[src/hdl/sha256_pkg.sv]
package sha256_pkg;

  localparam int LengthWidthDef = 64;

  typedef struct packed {
    logic [7:0] data;
    logic       has_data;
    logic       end_of_message;
  } in_req_t;

  typedef struct packed {
    logic [31:0] digest_word;
    logic [2:0]  word_index;
    logic        last;
  } out_req_t;

  typedef enum logic [2:0] {
    ST_IDLE,
    ST_PAD,
    ST_SCHED,
    ST_ROUND,
    ST_FOLD,
    ST_EMIT
  } state_t;

  // Control from sequencer to the round datapath
  typedef struct packed {
    logic       init_vars;
    logic       round_en;
    logic [5:0] round;
  } rnd_ctl_t;

  function automatic logic [31:0] round_k(input logic [5:0] i);
    logic [31:0] k [64];
    k = '{32'h428a2f98,32'h71374491,32'hb5c0fbcf,32'he9b5dba5,32'h3956c25b,32'h59f111f1,
          32'h923f82a4,32'hab1c5ed5,32'hd807aa98,32'h12835b01,32'h243185be,32'h550c7dc3,
          32'h72be5d74,32'h80deb1fe,32'h9bdc06a7,32'hc19bf174,32'he49b69c1,32'hefbe4786,
          32'h0fc19dc6,32'h240ca1cc,32'h2de92c6f,32'h4a7484aa,32'h5cb0a9dc,32'h76f988da,
          32'h983e5152,32'ha831c66d,32'hb00327c8,32'hbf597fc7,32'hc6e00bf3,32'hd5a79147,
          32'h06ca6351,32'h14292967,32'h27b70a85,32'h2e1b2138,32'h4d2c6dfc,32'h53380d13,
          32'h650a7354,32'h766a0abb,32'h81c2c92e,32'h92722c85,32'ha2bfe8a1,32'ha81a664b,
          32'hc24b8b70,32'hc76c51a3,32'hd192e819,32'hd6990624,32'hf40e3585,32'h106aa070,
          32'h19a4c116,32'h1e376c08,32'h2748774c,32'h34b0bcb5,32'h391c0cb3,32'h4ed8aa4a,
          32'h5b9cca4f,32'h682e6ff3,32'h748f82ee,32'h78a5636f,32'h84c87814,32'h8cc70208,
          32'h90befffa,32'ha4506ceb,32'hbef9a3f7,32'hc67178f2};
    return k[i];
  endfunction

  function automatic logic [31:0] init_hash(input logic [2:0] i);
    logic [31:0] h [8];
    h = '{32'h6a09e667,32'hbb67ae85,32'h3c6ef372,32'ha54ff53a,
          32'h510e527f,32'h9b05688c,32'h1f83d9ab,32'h5be0cd19};
    return h[i];
  endfunction

  function automatic logic [31:0] ror(input logic [31:0] v, input int s);
    return (v >> s) | (v << (32 - s));
  endfunction

endpackage

[src/hdl/sha256_hash_engine.sv]
// Channel | Ports                          | Request accepted when
// input   | in_valid in_stall in_data      | in_valid && !in_stall
// output  | out_valid out_stall out_data   | out_valid && !out_stall
// A byte that fills a block starts the steps below, with the input stalled.
// Each block: load the schedule memory into the window, run the rounds with
// the 48 expansion writes overlapped, then fold the chain.
// End of message: padding one byte per cycle, one or two blocks, 8 outputs.
// Reset (rst_n low, synchronous) restarts the message; no clearing pass, the
// message memory is written before each read. out_stall holds a word in place.
module sha256_hash_engine #(
  parameter int LENGTH_WIDTH = sha256_pkg::LengthWidthDef
) (
  input  logic                clk,
  input  logic                rst_n,
  input  logic                in_valid,
  output logic                in_stall,
  input  sha256_pkg::in_req_t in_data,
  output logic                out_valid,
  input  logic                out_stall,
  output sha256_pkg::out_req_t out_data
);

  sha256_pkg::state_t state_r, state_nxt;

  // message schedule memory: 64 words, w[0..15] from bytes, rest expanded
  logic [31:0] wmem [64];
  logic [31:0] wrd_r;
  logic [5:0]  rd_addr;
  logic        wr_en;
  logic [5:0]  wr_addr;
  logic [31:0] wr_data;

  logic [31:0] win_r [16];
  logic [31:0] hash_r [8];
  logic [5:0]  bcnt_r, bcnt_nxt;
  logic [LENGTH_WIDTH-1:0] len_r, len_nxt;
  logic [6:0]  cnt_r, cnt_nxt;
  logic [2:0]  pad_ph_r, pad_ph_nxt; // 0: 0x80, 1: zeros, 2: length bytes
  logic        pad_r, pad_nxt;
  logic [3:0]  lb_r, lb_nxt;
  logic [31:0] cur_word_r;
  logic [63:0] len64;
  logic [7:0]  byte_in;
  logic        byte_go;
  logic [255:0] vars, chain;
  sha256_pkg::rnd_ctl_t ctl;
  logic [31:0] s0, s1, wexp;
  logic        exp_go;

  assign len64 = 64'(len_r);
  assign in_stall = (state_r != sha256_pkg::ST_IDLE);

  // byte source: input or padding
  always_comb begin
    byte_go = 1'b0;
    byte_in = in_data.data;
    if (state_r == sha256_pkg::ST_IDLE) begin
      byte_go = in_valid && in_data.has_data;
    end else if (state_r == sha256_pkg::ST_PAD) begin
      byte_go = 1'b1;
      if (pad_ph_r == 3'd0) byte_in = 8'h80;
      else if (pad_ph_r == 3'd1) byte_in = 8'h00;
      else byte_in = len64[8*(7-lb_r[2:0]) +: 8];
    end
  end

  // expansion from the window
  always_comb begin
    s0 = sha256_pkg::ror(win_r[1], 7) ^ sha256_pkg::ror(win_r[1], 18) ^ (win_r[1] >> 3);
    s1 = sha256_pkg::ror(win_r[14], 17) ^ sha256_pkg::ror(win_r[14], 19) ^ (win_r[14] >> 10);
    wexp = win_r[0] + s0 + win_r[9] + s1;
  end

  // memory write port: packed bytes or expanded words
  always_comb begin
    wr_en = 1'b0;
    wr_addr = {2'b00, bcnt_r[5:2]};
    wr_data = {cur_word_r[23:0], byte_in};
    exp_go = 1'b0;
    if (byte_go && bcnt_r[1:0] == 2'd3) wr_en = 1'b1;
    if (state_r == sha256_pkg::ST_ROUND && cnt_r < 7'd48) begin
      exp_go = 1'b1;
      wr_en = 1'b1;
      wr_addr = 6'(cnt_r + 7'd16);
      wr_data = wexp;
    end
  end

  assign rd_addr = cnt_r[5:0];

  always_ff @(posedge clk) begin
    if (wr_en) wmem[wr_addr] <= wr_data;
    wrd_r <= wmem[rd_addr];
  end

  // byte packing register and window shift
  always_ff @(posedge clk) begin
    if (byte_go) cur_word_r <= {cur_word_r[23:0], byte_in};
    if ((state_r == sha256_pkg::ST_SCHED && cnt_r != 7'd0) || exp_go) begin
      for (int i = 0; i < 15; i++) win_r[i] <= win_r[i+1];
      win_r[15] <= exp_go ? wexp : wrd_r;
    end
  end

  always_comb begin
    for (int i = 0; i < 8; i++) chain[255-32*i -: 32] = hash_r[i];
  end

  always_comb begin
    ctl.init_vars = (state_r == sha256_pkg::ST_SCHED && cnt_r == 7'd0);
    ctl.round_en  = (state_r == sha256_pkg::ST_ROUND && cnt_r != 7'd0);
    ctl.round     = 6'(cnt_r - 7'd1);
  end

  // round input: every word comes from the memory read register
  sha256_rounds u_rounds (
    .clk  (clk),
    .ctl  (ctl),
    .chain(chain),
    .w_in (wrd_r),
    .vars (vars)
  );

  // sequencer
  always_comb begin
    state_nxt  = state_r;
    bcnt_nxt   = bcnt_r;
    len_nxt    = len_r;
    cnt_nxt    = cnt_r;
    pad_ph_nxt = pad_ph_r;
    pad_nxt    = pad_r;
    lb_nxt     = lb_r;
    if (byte_go) bcnt_nxt = bcnt_r + 6'd1;
    unique case (state_r)
      sha256_pkg::ST_IDLE: begin
        if (in_valid) begin
          if (in_data.has_data) len_nxt = len_r + LENGTH_WIDTH'(8);
          pad_nxt = in_data.end_of_message;
          pad_ph_nxt = 3'd0;
          lb_nxt = 4'd0;
          if (in_data.has_data && bcnt_r == 6'd63) begin
            state_nxt = sha256_pkg::ST_SCHED; cnt_nxt = 7'd0;
          end else if (in_data.end_of_message) begin
            state_nxt = sha256_pkg::ST_PAD;
          end
        end
      end
      sha256_pkg::ST_PAD: begin
        if (pad_ph_r == 3'd0) pad_ph_nxt = (bcnt_r == 6'd55) ? 3'd2 : 3'd1;
        else if (pad_ph_r == 3'd1) begin
          if (bcnt_r == 6'd55) pad_ph_nxt = 3'd2;
        end else begin
          lb_nxt = lb_r + 4'd1;
          if (lb_r == 4'd7) pad_nxt = 1'b0;
        end
        if (bcnt_r == 6'd63) begin
          state_nxt = sha256_pkg::ST_SCHED; cnt_nxt = 7'd0;
        end
      end
      sha256_pkg::ST_SCHED: begin
        // read w[0..15] into the window through the read register
        cnt_nxt = cnt_r + 7'd1;
        if (cnt_r == 7'd16) begin
          state_nxt = sha256_pkg::ST_ROUND; cnt_nxt = 7'd0;
        end
      end
      sha256_pkg::ST_ROUND: begin
        cnt_nxt = cnt_r + 7'd1;
        if (cnt_r == 7'd64) begin
          state_nxt = sha256_pkg::ST_FOLD; cnt_nxt = 7'd0;
        end
      end
      sha256_pkg::ST_FOLD: begin
        if (pad_r) state_nxt = sha256_pkg::ST_PAD;
        else if (pad_ph_r == 3'd2) begin state_nxt = sha256_pkg::ST_EMIT; cnt_nxt = 7'd0; end
        else state_nxt = sha256_pkg::ST_IDLE;
      end
      sha256_pkg::ST_EMIT: begin
        if (!out_stall) begin
          cnt_nxt = cnt_r + 7'd1;
          if (cnt_r == 7'd7) begin
            state_nxt = sha256_pkg::ST_IDLE; cnt_nxt = 7'd0;
            len_nxt = '0; pad_ph_nxt = 3'd0;
          end
        end
      end
      default: state_nxt = sha256_pkg::ST_IDLE;
    endcase
  end

  always_ff @(posedge clk) begin
    if (!rst_n) begin
      state_r  <= sha256_pkg::ST_IDLE;
      bcnt_r   <= '0;
      len_r    <= '0;
      cnt_r    <= '0;
      pad_ph_r <= '0;
      pad_r    <= 1'b0;
      lb_r     <= '0;
    end else begin
      state_r  <= state_nxt;
      bcnt_r   <= bcnt_nxt;
      len_r    <= len_nxt;
      cnt_r    <= cnt_nxt;
      pad_ph_r <= pad_ph_nxt;
      pad_r    <= pad_nxt;
      lb_r     <= lb_nxt;
    end
  end

  // chain hash: fold after a block, restore after the digest leaves
  always_ff @(posedge clk) begin
    if (!rst_n || (state_r == sha256_pkg::ST_EMIT && !out_stall && cnt_r == 7'd7)) begin
      for (int i = 0; i < 8; i++) hash_r[i] <= sha256_pkg::init_hash(3'(i));
    end else if (state_r == sha256_pkg::ST_FOLD) begin
      for (int i = 0; i < 8; i++) hash_r[i] <= hash_r[i] + vars[255-32*i -: 32];
    end
  end

  assign out_valid = (state_r == sha256_pkg::ST_EMIT);
  assign out_data.digest_word = hash_r[cnt_r[2:0]];
  assign out_data.word_index  = cnt_r[2:0];
  assign out_data.last        = (cnt_r[2:0] == 3'd7);

endmodule

[src/hdl/sha256_rounds.sv]
// Round datapath: eight working variables updated once per cycle while round_en is set
module sha256_rounds (
  input  logic                clk,
  input  sha256_pkg::rnd_ctl_t ctl,
  input  logic [255:0]        chain,
  input  logic [31:0]         w_in,
  output logic [255:0]        vars
);

  logic [31:0] v_r [8];
  logic [31:0] e1, ch, t1, a0, mj, t2;

  always_comb begin
    e1 = sha256_pkg::ror(v_r[4], 6) ^ sha256_pkg::ror(v_r[4], 11) ^ sha256_pkg::ror(v_r[4], 25);
    ch = (v_r[4] & v_r[5]) ^ (~v_r[4] & v_r[6]);
    t1 = v_r[7] + e1 + ch + sha256_pkg::round_k(ctl.round) + w_in;
    a0 = sha256_pkg::ror(v_r[0], 2) ^ sha256_pkg::ror(v_r[0], 13) ^ sha256_pkg::ror(v_r[0], 22);
    mj = (v_r[0] & v_r[1]) ^ (v_r[0] & v_r[2]) ^ (v_r[1] & v_r[2]);
    t2 = a0 + mj;
  end

  // Load from the chain or advance one round
  always_ff @(posedge clk) begin
    if (ctl.init_vars) begin
      for (int i = 0; i < 8; i++) v_r[i] <= chain[255-32*i -: 32];
    end else if (ctl.round_en) begin
      v_r[7] <= v_r[6]; v_r[6] <= v_r[5]; v_r[5] <= v_r[4]; v_r[4] <= v_r[3] + t1;
      v_r[3] <= v_r[2]; v_r[2] <= v_r[1]; v_r[1] <= v_r[0]; v_r[0] <= t1 + t2;
    end
  end

  always_comb begin
    for (int i = 0; i < 8; i++) vars[255-32*i -: 32] = v_r[i];
  end

endmodule

[config.mk]
export PLATFORM = sky130hd
export DESIGN_NAME = sha256_hash_engine
export DESIGN_NICKNAME = d
export VERILOG_FILES = /design/src/hdl/sha256_pkg.sv /design/src/hdl/sha256_hash_engine.sv /design/src/hdl/sha256_rounds.sv
export SDC_FILE = /design/constraint.sdc
export NUM_CORES = 2
export LEC_CHECK = 0
export BUFFER_PORTS_ARGS = -buffer_cell sky130_fd_sc_hd__buf_2
export CAP_MARGIN = 20
export CORE_ASPECT_RATIO = 0.6
export CORE_MARGIN = 2
export CORE_UTILIZATION = 46
export DETAILED_ROUTE_END_ITERATION = 6
export PLACE_DENSITY = 0.7
export SLEW_MARGIN = 20
export SYNTH_ARGS = -nofsm -noshare
export SYNTH_HDL_FRONTEND = slang
export SYNTH_SLANG_ARGS = --single-unit
[constraint.sdc]
create_clock -name clk -period 55.7 [get_ports clk]
set_input_delay 0 -clock clk [delete_from_list [all_inputs] [get_ports clk]]
set_output_delay 0 -clock clk [all_outputs]
set_load 0.02 [all_outputs]
======== Word level (Yosys, flattened, before mapping) ========
Memories as Yosys holds them, arrays and structs flattened. A register that Yosys moved wholly into a read port is not among the register bits.
Cells that the tools add are included.
storage, ports and cells
  register bits ........................... 112
  RAM bits ................................ 3072
  memory bits (read-only) ................. 2048
  bits of input ports ..................... 14
  output and inout port bits .............. 38
  memories kept ........................... 5
cells by class
  $add $sub $neg .......................... 25
  order comparisons ....................... 2
  equal/unequal tests ..................... 31
  shift-type cells ........................ 1
  muxes and demuxes ....................... 87
  bitwise operators ....................... 44
  reduce and logical (&&, ||, !) cells .... 28
memories
  memory           depth  width  rd ports  clocked after memory_dff  wr ports  line                      source
  (no name shown)  64     32     1         0                         0         sha256_pkg.sv:46          return k[i];
  wmem             64     32     1         1                         1         sha256_hash_engine.sv:26  logic [31:0] wmem [64];
  win_r            16     32     16        0                         16        sha256_hash_engine.sv:33  logic [31:0] win_r [16];
  hash_r           8      32     9         1                         8         sha256_hash_engine.sv:34  logic [31:0] hash_r [8];
  u_rounds.v_r     8      32     8         0                         8         sha256_rounds.sv:10       logic [31:0] v_r [8];
operators with widths
  operator               count
  $mux 32                20
  $add 32x32->32         18
  $xor 32x32->32         9
  $mux 64                4
  $and 32x32->32         5
  $pmux 64 s2            1
  $add 64x4->64 const B  1
  $shiftx 64x33->8       1
  $mux 7                 9
  $mux 3                 16
  $pmux 7 s6             1
  $mux 8                 4
  $not 32->32            1
  $or 10x32->32          1
  $or 13x32->32          1
  $or 14x32->32          1
  $or 15x32->32          1
  $or 19x32->32          1
  $or 21x32->32          1
  $or 25x32->32          1
  $or 26x32->32          1
  $or 30x32->32          1
  $or 7x32->32           1
  $xor 32x22->32         1
  45 further kinds       117

======== Longest topological paths before layout ========
  word-level depth ........................ 9
  mapped depth ............................ 43
  mapped depth without buffers ............ 38

======== Modules after synthesis ========
A second synthesis with hierarchy kept.
second synthesis, totals
  cell total of the unflattened synthesis .. 9912
  area, all modules ....................... 150404.2 µm²
modules (own cells, without submodules)
  module              instances  cells each  area each (µm²)
  sha256_hash_engine  1          7176        127128.2
  sha256_rounds       1          2736        23276.1

======== Worst setup path after synthesis ========
No wires, ideal clock.
  path kind ............................... flip-flop to flip-flop
  start ................................... reg cnt_r[1]
  end ..................................... mem win_r[0][0] (enable)
  arrival ................................. 38.941 ns
  path slack .............................. 14.624 ns
  cell stages (with the launch flop) ...... 10
  buffers on the path ..................... 4
  clock period less this slack ............ 41.076 ns
  cell sequence ........................... dfxtp_1 clkbuf_1 clkbuf_1 inv_1 clkbuf_1 ha_1 clkbuf_1 nand2_1 nor3b_1 o31ai_1
RTL lines
  item                      line                       source
  start: declaration        sha256_hash_engine.sv:37   logic [6:0] cnt_r, cnt_nxt;
  start signal: assignment  sha256_hash_engine.sv:204  cnt_r <= cnt_nxt;
  end: declaration          sha256_hash_engine.sv:33

==> results.json <==
{
  "r2r_cells": 39,
  "synthCells": 9871,
  "drv_cap": 0,
  "synth_warnings": 0,
  "pwr_density_cell_mw_per_mm2": 35.4,
  "post-place-ws_ns": 44.00,
  "drc": 0,
  "cp_slowest_cell": "ha_4",
  "r2r_slack_ns": 43.46,
  "drive_above_1_share_pct": 16.5,
  "vdd_drop_max_uv": 41.1,
  "grt_pass1_vias": 86900,
  "hp-start": "in_data[3]",
  "cp_max_fo": 65,
  "timing.rr.start": "cnt_r[1]$_SDFFE_PN0P_",
  "place_congestion": 1.01,
  "antenna_left": 0,
  "cts.htree.levels": 5,
  "clk_latency_ns": 0.96,
  "numClockSinks": 3215,
  "critPathCaptureType": "register",
  "setup_viol": 0,
  "wl_per_cell_um": 32.1,
  "wirelength_um": 468000,
  "cts_buffer_depth": 4,
  "slew_violations": 0,
  "synthArstFlopShare_pct": 0,
  "grt_pass1_wl_um": 655000,
  "clk_pin_slew_ns": 0.07,
  "finalHoldViolCount": 0,
  "row_count": 161,
  "dr.pass1.iters": 6,
  "status": "finished, final reports clean",
  "fin_cells": 14600,
  "cts_setup_buffers": 0,
  "mostFrequentLayoutCell": "edfxtp_1",
  "worstHoldPathCells": 4,
  "leakagePower_nw": 54.9,
  "yosysSeqAreaShare_pct": 63.9,
  "post_dp_cell_area_mm2": 0.156,
  "coreArea_mm2": 0.322,
  "whs_endpoint": "cur_word_r[1]$_DFFE_PP_",
  "ioPinCount": 52,
  "clock.fmax_ghz": 0.0817,
  "dp_hpwl_um": 316000,
  "viasPerCell": 6.34,
  "cp_common_cell": "o21ai_0",
  "fin_skew_ns": 0.103,
  "cts_resized": 0,
  "syn_nets": 10500,
  "power_w": 0.00586,
  "groute.usage.overall_pct": 27.9,
  "drtIter0Drc": 15400,
  "critPathRequiredTime_ns": 56.31,
  "ctsHoldBuffers": 19,
  "avgSynthCellArea_um2": 15.1,
  "dp.cells": 14000,
  "relSlewSlack_pct": 15.9,
  "synth-edff-count": 3096,
  "vias": 92400,
  "clock-root-buffer": "clkbuf_16",
  "layout_common_cells": "edfxtp_1, nand2_1, mux4_2",
  "antenna_found_initial": 32,
  "period_share_pct": 22.0,
  "overflow": 0,
  "synth_ff_type": "edfxtp_1",
  "grt_max_degree": 155,
  "syn_to_final_growth_pct": 11.0,
  "slowest_delay_ns": 0.84,
  "numCtsBuffers": 301,
  "worst_pin_slew_ns": 1.25,
  "rsz0062_at_grt": "false",
  "cp-start-kind": "register",
  "worstSetupPathType": "reg2reg",
  "dieWidth_um": 739,
  "cts_tree": "built",
  "synth_area_mm2": 0.149,
  "die_h_um": 445,
  "synth_cell_type_count": 95,
  "hp-class": "in2reg",
  "finalWorstSetupSlack_ns": 43.46,
  "ys_seq_elements": 3215,
  "die_area_mm2": 0.329,
  "nets": 10600,
  "io_buffer_count": 51,
  "arrival_ns": 12.85,
  "stdcell_area_mm2": 0.166,
  "fin_setup_tns_ns": 0,
  "start_util_pct": 46.4,
  "fin_crit_ns": 12.24,
  "worstReg2RegEnd": "u_rounds.v_r[0][31]$_DFFE_PP_"
}
==> critical path: cells and delay by family (launching register included) <==
kind | cells | cell delay [ns]
DFF | 1 | 0.65
and+or+nand+nor | 6 | 1.16
xor gates and xnor gates | 2 | 0.34
muxes | 1 | 0.19
AOI/OAI and AO/OA | 17 | 4.29
buffers and inverters | 5 | 1.39
adders and majority gates | 8 | 3.83
==> report_power, final <==
| group | internal [W] | leakage [nW] | switching (W) |
|---|---|---|---|
| Clock | 0.00113 | 4.67 | 0.000926 |
| Sequential | 0.00272 | 28.7 | 0.0000261 |
| Combinational | 0.000376 | 21.5 | 0.000679 |
| Total | 0.00423 | 54.9 | 0.00163 |
==> cell type report <==
| class | count | area, um2 |
|---|---|---|
| multi-input cells | 5938 | 51900 |
| fillers | 25900 | 156000 |
| flip-flops and latches | 3215 | 95400 |
| repair buffers | 309 | 2330 |
| clock inverters | 156 | 1530 |
| well taps | 4319 | 5400 |
| inverters | 237 | 897 |
| diodes | 28 | 70.1 |
| clock buffers | 378 | 8020 |
==> synth_stat cells, types with 119 or more instances <==
library cell,n,area share [%]
edfxtp_1,3096,62
nand2_1,1214,3.1
mux4_2,640,9.7
nor2_1,491,1.2
xnor2_1,406,2.4
ha_1,398,3.3
o21ai_0,374,1.3
a21oi_1,369,1.2
clkbuf_1,359,0.90
inv_1,232,0.58
xor2_1,205,1.2
fa_1,195,2.6
a21o_1,184,0.93
mux2_2,126,0.95
dfxtp_1,119,1.6
==> per-stage QoR <==
| step | hold slack (ns) | utilization, % |
|---|---|---|
| floorplan | 0.202 | - |
| global placement | 0.383 | 48.4 |
| detailed placement | 0.386 | 48.4 |
| CTS | 0.191 | 51.4 |
| global route | 0.250 | 51.4 |
| finish | 0.301 | 51.5 |
==> flip-flops by register name (all words and copies together) (netlist names), 7 cells and up, named ones only <==
signal,flops
wmem,2048
win_r,512
hash_r,256
u_rounds.v_r,256
len64,61
wrd_r,32
cur_word_r,24
cnt_r,7
==> routing by layer <==
layer,track usage [%],share of wire (%),up-vias
li1,-,-,38100
met1,44.8,44,47300
met2,33.8,37,6403
met3,12.7,17,597
met4,5.07,1.9,20
met5,0,0.12,-
==> worst max path at each step <==
stage | startpoint | end | depth (start not counted)
after detailed placement | cnt_r[1]$_SDFFE_PN0P_ | u_rounds.v_r[0][31]$_DFFE_PP_ | 39
final | cnt_r[1]$_SDFFE_PN0P_ | u_rounds.v_r[0][31]$_DFFE_PP_ | 39
after floorplan | cnt_r[1]$_SDFFE_PN0P_ | win_r[0][0]$_DFFE_PP_ | 9
after global routing | cnt_r[1]$_SDFFE_PN0P_ | u_rounds.v_r[0][31]$_DFFE_PP_ | 39
after CTS | cnt_r[1]$_SDFFE_PN0P_ | u_rounds.v_r[0][31]$_DFFE_PP_ | 39
after global placement | cnt_r[1]$_SDFFE_PN0P_ | u_rounds.v_r[0][31]$_DFFE_PP_ | 39
==> cell families (layout without fill, tap and decap cells) <==
kind of cell / Yosys count / count (layout) / synth area share (%)
compound gates: 1526 / 1526 / 6.58
xor+xnor: 611 / 611 / 3.59
fa+ha+maj: 615 / 615 / 6.10
buf+inv: 718 / 1080 / 1.84
flops: 3215 / 3215 / 63.9
mux: 828 / 828 / 11.0
other cells: 0 / 28 / 0
simple gates: 2358 / 2358 / 6.95
Power figures use the tool's default switching activity.
